[config.mk]
export PLATFORM = sky130hd
export DESIGN_NAME = lcg48_random_generator_top
export DESIGN_NICKNAME = d
export VERILOG_FILES = /design/src/hdl/lcg48_pkg.sv /design/src/hdl/lcg48_random_generator_top.sv /design/src/hdl/lcg48_ctrl.sv /design/src/hdl/lcg48_dpath.sv
export SDC_FILE = /design/constraint.sdc
export NUM_CORES = 2
export LEC_CHECK = 0
export ABC_CLOCK_PERIOD_IN_PS = 10000
export BUFFER_PORTS_ARGS = -buffer_cell sky130_fd_sc_hd__clkbuf_2
export CORE_ASPECT_RATIO = 0.75
export CORE_MARGIN = 2
export CORE_UTILIZATION = 35
export DETAILED_ROUTE_END_ITERATION = 10
export PLACE_DENSITY_LB_ADDON = 0.12
export SKIP_LAST_GASP = 1
export SYNTH_ARGS = -nofsm -noshare
export SYNTH_HDL_FRONTEND = slang
export SYNTH_SLANG_ARGS = --single-unit
export TNS_END_PERCENT = 10
[constraint.sdc]
create_clock -name i_clk -period 10 [get_ports i_clk]
set_clock_uncertainty 0.05 [all_clocks]
set_input_delay 2 -clock i_clk [delete_from_list [all_inputs] [get_ports i_clk]]
set_output_delay 2 -clock i_clk [all_outputs]
set_load 0.01 [all_outputs]
[src/hdl/lcg48_pkg.sv]
// shared types and constants of the 48-bit lcg random generator
package lcg48_pkg;

    localparam int SEED_W = 48;
    localparam int MUL_W  = 35;
    localparam int CHUNK_W = 16;

    localparam logic [MUL_W-1:0]  LCG_MUL   = 35'h5DEECE66D;
    localparam logic [SEED_W-1:0] LCG_MUL48 = 48'h0005DEECE66D;
    localparam logic [SEED_W-1:0] LCG_INC   = 48'h00000000000B;

    // division steps for the 31-bit remainder
    localparam int DIV_STEPS = 31;
    localparam int DIV_CNT_W = $clog2(DIV_STEPS);

    typedef enum logic [3:0] {
        KIND_RESEED    = 4'd0,
        KIND_RAW       = 4'd1,
        KIND_INT32     = 4'd2,
        KIND_BOUNDED   = 4'd3,
        KIND_BOOL      = 4'd4,
        KIND_FLOAT24   = 4'd5,
        KIND_DOUBLE54  = 4'd6,
        KIND_LONG      = 4'd7,
        KIND_READ_SEED = 4'd8
    } t_kind;

    typedef enum logic [3:0] {
        RES_ZERO,
        RES_SEED,
        RES_ERR,
        RES_RAW,
        RES_INT,
        RES_BOOL,
        RES_FLOAT,
        RES_DOUBLE,
        RES_LONG,
        RES_POW2,
        RES_MOD
    } t_res_sel;

    typedef enum logic [3:0] {
        S_IDLE,
        S_DECODE,
        S_ADV0,
        S_ADV1,
        S_ADV2,
        S_ADV3,
        S_DRAW,
        S_DIV,
        S_CHECK,
        S_FINISH
    } t_state;

    typedef struct packed {
        logic [3:0]         kind;
        logic signed [63:0] seed_value;
        logic [5:0]         bit_count;
        logic signed [31:0] upper_bound;
    } t_in_word;

    typedef struct packed {
        logic signed [63:0] value;
        logic               error;
    } t_out_word;

    // controller to datapath
    typedef struct packed {
        logic     capture;
        logic     adv_mul;
        logic [1:0] adv_step;
        logic     acc_init;
        logic     acc_add;
        logic     seed_adv;
        logic     seed_load;
        logic     res_load;
        t_res_sel res_sel;
        logic     hi_load;
        logic     div_start;
        logic     div_step;
        logic     out_load;
    } t_cmd;

    // datapath to controller
    typedef struct packed {
        logic [3:0] kind;
        logic       bound_bad;
        logic       bound_pow2;
        logic       div_last;
        logic       retry;
    } t_sts;

endpackage

[src/hdl/lcg48_random_generator_top.sv]
// top level of the 48-bit lcg random generator: sequencer plus datapath
// reseed, seed read, bad bound and unused kinds go from decode straight to the result
// register; one draw runs the seed advance steps and the draw; double and long run two
// draws; bounded non power of two bounds repeat, per draw attempt, 4 seed advance
// steps, the draw, 31 remainder steps and the retry check
// one word at a time: the next word is taken the cycle after the result is registered
// synchronous active-low reset clears the seed to zero and empties the output register
module lcg48_random_generator_top (
    input  logic                 i_clk,
    input  logic                 i_rst_n,
    input  logic                 i_in_valid,
    output logic                 o_in_stall,
    input  lcg48_pkg::t_in_word  i_in_word,
    output logic                 o_out_valid,
    input  logic                 i_out_stall,
    output lcg48_pkg::t_out_word o_out_word
);
    import lcg48_pkg::*;

    // command and status between sequencer and datapath
    t_cmd cmd;
    t_sts sts;

    // sequencer: decode, seed advance steps, remainder loop, retry and output hold
    lcg48_ctrl u_ctrl (
        .i_clk       (i_clk),
        .i_rst_n     (i_rst_n),
        .i_in_valid  (i_in_valid),
        .o_in_stall  (o_in_stall),
        .i_out_stall (i_out_stall),
        .o_out_valid (o_out_valid),
        .i_sts       (sts),
        .o_cmd       (cmd)
    );

    // datapath: 48-bit seed, 16x35 chunked multiplier, bit-serial remainder unit,
    // result mux and output word register
    lcg48_dpath u_dpath (
        .i_clk      (i_clk),
        .i_rst_n    (i_rst_n),
        .i_in_word  (i_in_word),
        .i_cmd      (cmd),
        .o_sts      (sts),
        .o_out_word (o_out_word)
    );

endmodule

[src/hdl/lcg48_ctrl.sv]
// sequencer of the 48-bit lcg random generator
module lcg48_ctrl (
    input  logic          i_clk,
    input  logic          i_rst_n,
    input  logic          i_in_valid,
    output logic          o_in_stall,
    input  logic          i_out_stall,
    output logic          o_out_valid,
    input  lcg48_pkg::t_sts i_sts,
    output lcg48_pkg::t_cmd o_cmd
);
    import lcg48_pkg::*;

    t_state r_state, n_state;
    logic   r_second, n_second;
    logic   r_out_valid, n_out_valid;

    always_ff @(posedge i_clk) begin
        if (!i_rst_n) begin
            r_state     <= S_IDLE;
            r_second    <= 1'b0;
            r_out_valid <= 1'b0;
        end else begin
            r_state     <= n_state;
            r_second    <= n_second;
            r_out_valid <= n_out_valid;
        end
    end

    always_comb begin
        n_state  = r_state;
        n_second = r_second;
        o_cmd    = '0;
        o_cmd.res_sel = RES_ZERO;
        unique case (r_state)
            S_IDLE: begin
                if (i_in_valid) begin
                    o_cmd.capture = 1'b1;
                    n_state = S_DECODE;
                end
            end
            S_DECODE: begin
                n_second = 1'b0;
                unique case (i_sts.kind)
                    KIND_RESEED: begin
                        o_cmd.seed_load = 1'b1;
                        o_cmd.res_load  = 1'b1;
                        o_cmd.res_sel   = RES_ZERO;
                        n_state = S_FINISH;
                    end
                    KIND_READ_SEED: begin
                        o_cmd.res_load = 1'b1;
                        o_cmd.res_sel  = RES_SEED;
                        n_state = S_FINISH;
                    end
                    KIND_BOUNDED: begin
                        if (i_sts.bound_bad) begin
                            o_cmd.res_load = 1'b1;
                            o_cmd.res_sel  = RES_ERR;
                            n_state = S_FINISH;
                        end else begin
                            n_state = S_ADV0;
                        end
                    end
                    KIND_RAW, KIND_INT32, KIND_BOOL, KIND_FLOAT24,
                    KIND_DOUBLE54, KIND_LONG: begin
                        n_state = S_ADV0;
                    end
                    default: begin
                        // unused kinds leave the seed alone
                        o_cmd.res_load = 1'b1;
                        o_cmd.res_sel  = RES_ZERO;
                        n_state = S_FINISH;
                    end
                endcase
            end
            S_ADV0: begin
                o_cmd.adv_mul  = 1'b1;
                o_cmd.adv_step = 2'd0;
                o_cmd.acc_init = 1'b1;
                n_state = S_ADV1;
            end
            S_ADV1: begin
                o_cmd.adv_mul  = 1'b1;
                o_cmd.adv_step = 2'd1;
                o_cmd.acc_add  = 1'b1;
                n_state = S_ADV2;
            end
            S_ADV2: begin
                o_cmd.adv_mul  = 1'b1;
                o_cmd.adv_step = 2'd2;
                o_cmd.acc_add  = 1'b1;
                n_state = S_ADV3;
            end
            S_ADV3: begin
                o_cmd.seed_adv = 1'b1;
                n_state = S_DRAW;
            end
            S_DRAW: begin
                n_state = S_FINISH;
                o_cmd.res_load = 1'b1;
                unique case (i_sts.kind)
                    KIND_RAW:     o_cmd.res_sel = RES_RAW;
                    KIND_INT32:   o_cmd.res_sel = RES_INT;
                    KIND_BOOL:    o_cmd.res_sel = RES_BOOL;
                    KIND_FLOAT24: o_cmd.res_sel = RES_FLOAT;
                    KIND_DOUBLE54, KIND_LONG: begin
                        if (!r_second) begin
                            // first half of a two-draw result
                            o_cmd.res_load = 1'b0;
                            o_cmd.hi_load  = 1'b1;
                            n_second = 1'b1;
                            n_state  = S_ADV0;
                        end else if (i_sts.kind == KIND_LONG) begin
                            o_cmd.res_sel = RES_LONG;
                        end else begin
                            o_cmd.res_sel = RES_DOUBLE;
                        end
                    end
                    KIND_BOUNDED: begin
                        if (i_sts.bound_pow2) begin
                            o_cmd.res_sel = RES_POW2;
                        end else begin
                            o_cmd.res_load  = 1'b0;
                            o_cmd.div_start = 1'b1;
                            n_state = S_DIV;
                        end
                    end
                    default: o_cmd.res_sel = RES_ZERO;
                endcase
            end
            S_DIV: begin
                o_cmd.div_step = 1'b1;
                if (i_sts.div_last) begin
                    n_state = S_CHECK;
                end
            end
            S_CHECK: begin
                if (i_sts.retry) begin
                    n_state = S_ADV0;
                end else begin
                    o_cmd.res_load = 1'b1;
                    o_cmd.res_sel  = RES_MOD;
                    n_state = S_FINISH;
                end
            end
            S_FINISH: begin
                if (!r_out_valid || !i_out_stall) begin
                    o_cmd.out_load = 1'b1;
                    n_state = S_IDLE;
                end
            end
        endcase
    end

    always_comb begin
        if (o_cmd.out_load) begin
            n_out_valid = 1'b1;
        end else if (r_out_valid && !i_out_stall) begin
            n_out_valid = 1'b0;
        end else begin
            n_out_valid = r_out_valid;
        end
    end

    assign o_in_stall  = (r_state != S_IDLE) || !i_rst_n;
    assign o_out_valid = r_out_valid;

endmodule

[src/hdl/lcg48_dpath.sv]
// seed, multiplier, divider and result registers of the lcg random generator
module lcg48_dpath (
    input  logic              i_clk,
    input  logic              i_rst_n,
    input  lcg48_pkg::t_in_word  i_in_word,
    input  lcg48_pkg::t_cmd      i_cmd,
    output lcg48_pkg::t_sts      o_sts,
    output lcg48_pkg::t_out_word o_out_word
);
    import lcg48_pkg::*;

    logic [3:0]           r_kind;
    logic [SEED_W-1:0]    r_seed_in;
    logic [5:0]           r_count;
    logic [31:0]          r_bound;
    logic [SEED_W-1:0]    r_seed, r_prod, r_acc;
    logic [SEED_W-1:0]    n_prod;
    logic [31:0]          r_hi;
    logic [30:0]          r_draw, r_dvd;
    logic [31:0]          r_rem, n_rem;
    logic [DIV_CNT_W-1:0] r_cnt;
    logic [63:0]          r_res, n_res;
    logic                 r_err;
    t_out_word            r_out;

    logic [CHUNK_W-1:0]       mul_chunk;
    logic [CHUNK_W+MUL_W-1:0] mul_full;
    logic [31:0]              draw32;
    logic [30:0]              draw31;
    logic [5:0]               raw_n, raw_shift;
    logic [31:0]              raw_bits;
    logic [62:0]              pow_prod;
    logic [31:0]              trial;
    logic [31:0]              chk;

    // seed times multiplier, one 16-bit chunk of the seed per step
    always_comb begin
        unique case (i_cmd.adv_step)
            2'd0:    mul_chunk = r_seed[15:0];
            2'd1:    mul_chunk = r_seed[31:16];
            default: mul_chunk = r_seed[47:32];
        endcase
        mul_full = (CHUNK_W+MUL_W)'(mul_chunk) * (CHUNK_W+MUL_W)'(LCG_MUL);
        unique case (i_cmd.adv_step)
            2'd0:    n_prod = mul_full[47:0];
            2'd1:    n_prod = {mul_full[31:0], 16'b0};
            default: n_prod = {mul_full[15:0], 32'b0};
        endcase
    end

    assign draw32 = r_seed[47:16];
    assign draw31 = r_seed[47:17];

    always_comb begin
        raw_n     = (r_count > 6'd32) ? 6'd32 : r_count;
        raw_shift = 6'd32 - raw_n;
        raw_bits  = draw32 >> raw_shift;
    end

    assign pow_prod = 63'(r_bound) * 63'(draw31);

    // restoring remainder step
    always_comb begin
        trial = {r_rem[30:0], r_dvd[30]};
        n_rem = (trial >= r_bound) ? (trial - r_bound) : trial;
    end

    assign chk = {1'b0, r_draw} - r_rem + r_bound - 32'd1;

    always_comb begin
        unique case (i_cmd.res_sel)
            RES_ZERO:   n_res = 64'd0;
            RES_SEED:   n_res = {16'b0, r_seed};
            RES_ERR:    n_res = 64'd0;
            RES_RAW:    n_res = (r_count == 6'd0) ? 64'd0
                                : {{32{raw_bits[31]}}, raw_bits};
            RES_INT:    n_res = {{32{draw32[31]}}, draw32};
            RES_BOOL:   n_res = {63'b0, r_seed[47]};
            RES_FLOAT:  n_res = {40'b0, r_seed[47:24]};
            RES_DOUBLE: n_res = {10'b0, r_hi[31:5], r_seed[47:21]};
            RES_LONG:   n_res = {r_hi, 32'b0} + {{32{draw32[31]}}, draw32};
            RES_POW2:   n_res = {32'b0, pow_prod[62:31]};
            RES_MOD:    n_res = {32'b0, r_rem};
            default:    n_res = 64'd0;
        endcase
    end

    always_ff @(posedge i_clk) begin
        if (!i_rst_n) begin
            r_seed <= '0;
        end else if (i_cmd.seed_load) begin
            r_seed <= r_seed_in ^ LCG_MUL48;
        end else if (i_cmd.seed_adv) begin
            r_seed <= r_acc + r_prod;
        end
    end

    always_ff @(posedge i_clk) begin
        if (i_cmd.capture) begin
            r_kind    <= i_in_word.kind;
            r_seed_in <= i_in_word.seed_value[SEED_W-1:0];
            r_count   <= i_in_word.bit_count;
            r_bound   <= i_in_word.upper_bound;
        end
        if (i_cmd.adv_mul) begin
            r_prod <= n_prod;
        end
        if (i_cmd.acc_init) begin
            r_acc <= LCG_INC;
        end else if (i_cmd.acc_add) begin
            r_acc <= r_acc + r_prod;
        end
        if (i_cmd.hi_load) begin
            r_hi <= draw32;
        end
        if (i_cmd.div_start) begin
            r_draw <= draw31;
            r_dvd  <= draw31;
            r_rem  <= '0;
            r_cnt  <= '0;
        end else if (i_cmd.div_step) begin
            r_dvd  <= {r_dvd[29:0], 1'b0};
            r_rem  <= n_rem;
            r_cnt  <= r_cnt + DIV_CNT_W'(1);
        end
        if (i_cmd.res_load) begin
            r_res <= n_res;
            r_err <= (i_cmd.res_sel == RES_ERR);
        end
        if (i_cmd.out_load) begin
            r_out.value <= r_res;
            r_out.error <= r_err;
        end
    end

    always_comb begin
        o_sts.kind       = r_kind;
        o_sts.bound_bad  = (r_bound == 32'd0) || r_bound[31];
        o_sts.bound_pow2 = (r_bound & (~r_bound + 32'd1)) == r_bound;
        o_sts.div_last   = (r_cnt == DIV_CNT_W'(DIV_STEPS - 1));
        o_sts.retry      = chk[31];
    end

    assign o_out_word = r_out;

endmodule

==> out/summary.md <==
### Timing
- final worst hold slack: 361.4 ps
- Max Clk Rate: 106.4 MHz
- pins over their slew limit: 0
- final setup violation count: 0
- clock period minus worst slack: 9397 ps
- transition time at the pin with the least slew margin: 1275 ps
- final hold violations: 0
- normalized max-slew margin: 15.02%
- aggregate negative setup slack: 0 ps
- share of the cycle needed by the critical path after routing: 93.97%
- setup repair after global routing missed its margin: no

### Cells and area
- non-filler instance count after layout: 9664
- post-synthesis to final-layout area growth: 9.502%
- end-of-flow core utilization: 38.54%
- cell area after layout: 0.07481 mm2
- share of layout cells above drive strength 1: 8.486%
- number of fillers in the final layout: 19450
- Final #Nets: 8845

### Routing
- detailed router's first-iteration violation count: 4665
- Post-DRT Antenna Nets: 0
- routed wire length per instance: 25.65 um
- # DRC: 0
- drt first pass iters: 7
- overall via count from detail_route: 51060
- ratio of routed vias to standard cells: 5.284
- wirelength, routed: 247.9 mm

### Critical path
- end of the worst register-to-register path: u_dpath.r_res[23]
- path type of the worst setup path: flop to flop
- family with the most delay on the worst path: adder cells
- CP Capture Type: flop
- path depth of the worst reg2reg path: 28
- Max stage delay on crit path: 1190 ps
- Startpoint Class: flop
- cell with the most instances on the worst path: fa_1
- capturing instance or port of the critical path: u_dpath.r_res[23]
- library cell contributing the largest single delay on the critical path: edfxtp_1
- CP max FO: 18
- arrival time worst endpoint: 9760 ps
- required time of the worst setup path: 10370 ps
- cell depth of the worst setup path: 28
- origin of the critical flop-to-flop path: u_dpath.r_bound[20]
- number of buffers and inverters on the critical path: 7
- timing startpoint of the critical path: u_dpath.r_bound[20]
- R2R setup slack: 600 ps

### CTS
- clock buffer depth: 3
- Clk Tree Root Cell: clkbuf_16
- TritonCTS clock tree: built
- maximum level of the CTS H-tree: 2
- count of buffers added by post-CTS timing repair for setup: 0
- TritonCTS buffer count: 60
- clock-pin slew of the registers on the worst-case setup and hold paths: 70 ps
- Sink Count: 501
- source-to-sink clock delay at the later pin of the worst-skew pair: 720 ps

### Min path
- kind of path behind the tightest hold check: flop to flop

### GRT
- global-route wire length before repair: 365.8 mm
- Overall Global Routing Usage: 24.94%
- vias in the first global route: 51790
- largest net degree at the start of global routing: 89
- number of antenna violations at the first check in global routing: 16
- GR Overflow Total: 0

### Flow run
- Max Cap Violations: 0

### Yosys
- sequential share of the synthesized area: 19.98%
- post-synthesis cell type count: 93
- number of warnings issued by yosys: 0
- most instantiated flip-flop cell in the synthesis netlist: edfxtp_1
- flip-flop and latch count after synthesis: 501
- post-synthesis area per instance: 9.768 um2
- async set or reset register ratio after synthesis: 0%
- number of synthesized flops with an enable pin: 362
- synthesized netlist cell count: 6994
- total nets after synthesis: 8785
- post-synth design cell area: 0.06832 mm2

### Placement
- instance count after placement with tap cells included: 9548
- Placed Area: 0.07265 mm2
- routability congestion estimate from global placement: 0.9116
- total of buffers placed on input and output ports: 160
- total half-perimeter wirelength after legalization and detailed placement: 196.2 mm

### Power
- power density over the cells: 151.7 mW/mm2
- total leakage power: 35.36 nW
- IR Drop Worst-Case VDD: 0.1774 mV

### Die
- die boundary width: 514.2 um
- top-level I/O count: 177
- die height: 386.6 um
- die area: 0.1988 mm2
- Initial Utilization: 35.20%
- cell row count: 140
- Core Box Area: 0.1941 mm2

### Outcome
- result of the run: complete, no violations

## cell families (layout without fill, tap and decap cells)
| logic type | count (synthesis) | count (layout) | share of synthesized area [%] |
|---|---|---|---|
| AO/OA/AOI/OAI | 980 | 980 | 9.786 |
| adder cells (fa/ha/maj) | 1682 | 1682 | 43.23 |
| buffers and inverters | 1635 | 1747 | 9.025 |
| flip-flops | 501 | 501 | 19.98 |
| multiplexers | 145 | 145 | 2.231 |
| other | 0 | 2 | 0 |
| XOR/XNOR | 181 | 181 | 2.320 |
| AND/OR/NAND/NOR | 1870 | 1870 | 13.42 |
## Yosys cell counts, types with 26 or more instances
library cell     n  area share (%)
nand4_1         26            0.24
a21o_1         114             1.3
a31oi_1         33            0.30
xnor2_1        102             1.3
dfxtp_1        139             4.1
xor2_1          79             1.0
nand2_1        765             4.2
mux2_2          35            0.58
o21ai_0        183             1.3
nor2_1         217             1.2
fa_1          1131              33
clkbuf_1       334             1.8
edfxtp_1       362              16
a21oi_1        220             1.6
ha_1           550              10
a211oi_1        44            0.48
o22ai_1         35            0.32
and3_1          36            0.33
a222oi_1        43            0.63
a221oi_1        29            0.37
nor3_1          47            0.34
inv_1         1270             7.0
nand3_1        104            0.76
mux2i_1        107             1.6
nor2b_1         27            0.25
and2_1         540             4.9
a22oi_1         47            0.52
## layout make-up
cell class	instances	area, um2	share of cell area (%)
multi-input cells	4858	48660	65.04
flip-flops and latches	501	13690	18.31
inverters	1271	4771	6.377
well taps	2556	3198	4.275
repair buffers	362	2330	3.114
clock buffers	70	1559	2.084
clock inverters	44	593.1	0.7928
diodes	2	5.005	0.006690
## metrics by stage
stage          setup WS, ps  total power [mW]
6_report              602.7             11.35
5_1_grt               172.7             12.10
4_1_cts               514.4             11.36
3_5_place_dp          599.1             8.894
3_3_place_gp          575.0             8.864
2_1_floorplan          1385             6.736
## metal layers
| metal | GRT usage, % | share of wire [%] | wire (um) | vias up |
|---|---|---|---|---|
| met3 | 3.259 | 6.6 | 16480 | 197 |
| met4 | 4.178 | 1.8 | 4466 | 0 |
| met2 | 36.53 | 42 | 104600 | 1718 |
| li1 | - | - | - | 22670 |
| met5 | 0 | 0 | 0 | - |
| met1 | 39.24 | 49 | 122300 | 26480 |
## registers in the layout, indices dropped and copies added, names as in the netlist, 31 cells and up
signal              flops
u_dpath.r_prod         48
u_dpath.o_out_word     65
u_dpath.r_draw         31
u_dpath.r_acc          48
u_dpath.r_dvd          31
u_dpath.r_seed_in      48
u_dpath.r_bound        32
u_dpath.r_hi           32
u_dpath.r_res          64
u_dpath.r_seed         48
u_dpath.r_rem          32
## cells in the final DEF (no fill, tap or decap), drive strengths merged, types with 13 or more instances in the layout
cell type / Yosys / layout
inv: 1270 / 1272
fa: 1131 / 1131
nand2: 765 / 765
ha: 550 / 550
and2: 541 / 541
edfxtp: 362 / 362
clkbuf: 334 / 230
a21oi: 220 / 220
nor2: 218 / 218
buf: 30 / 202
o21ai: 186 / 186
dfxtp: 139 / 139
a21o: 114 / 114
mux2i: 108 / 108
nand3: 105 / 105
xnor2: 102 / 102
xor2: 79 / 79
nor3: 48 / 48
a22oi: 47 / 47
a211oi: 45 / 45
a222oi: 43 / 43
and3: 36 / 36
o22ai: 35 / 35
mux2: 35 / 35
a31oi: 33 / 33
a221oi: 29 / 29
nor2b: 27 / 27
nand4: 26 / 26
o21a: 24 / 24
o21bai: 24 / 24
nand2b: 23 / 23
a22o: 23 / 23
clkinv: 1 / 23
or2: 22 / 22
a221o: 18 / 18
o211ai: 14 / 14
or3: 13 / 13
o221a: 13 / 13
## what timing repair did
item | in CTS | in global routing
resized for setup | 0 | 1
hold buffers | 0 | 0
endpoints found under the setup margin | 0 | 1
## worst min path at each step
stage | start | end | slack, ps | depth (start not counted)
after CTS | u_dpath.r_res[16] | u_dpath.o_out_word[17] | 360 | 0
after detailed placement | u_dpath.r_res[47] | u_dpath.o_out_word[48] | 350 | 0
after global routing | u_dpath.r_res[57] | u_dpath.o_out_word[58] | 370 | 0
after global placement | u_dpath.r_res[56] | u_dpath.o_out_word[57] | 350 | 0
after floorplan | u_dpath.r_err | u_dpath.o_out_word[0] | 350 | 0
final | u_dpath.r_res[16] | u_dpath.o_out_word[17] | 360 | 0
## report_power, final
part | internal, mW | switching [mW] | total [mW]
registers | 2.71 | 0.562 | 3.27
logic | 2.01 | 3.66 | 5.67
clock network | 1.39 | 1.02 | 2.41
No activity file was read; power rests on OpenSTA's default activity.
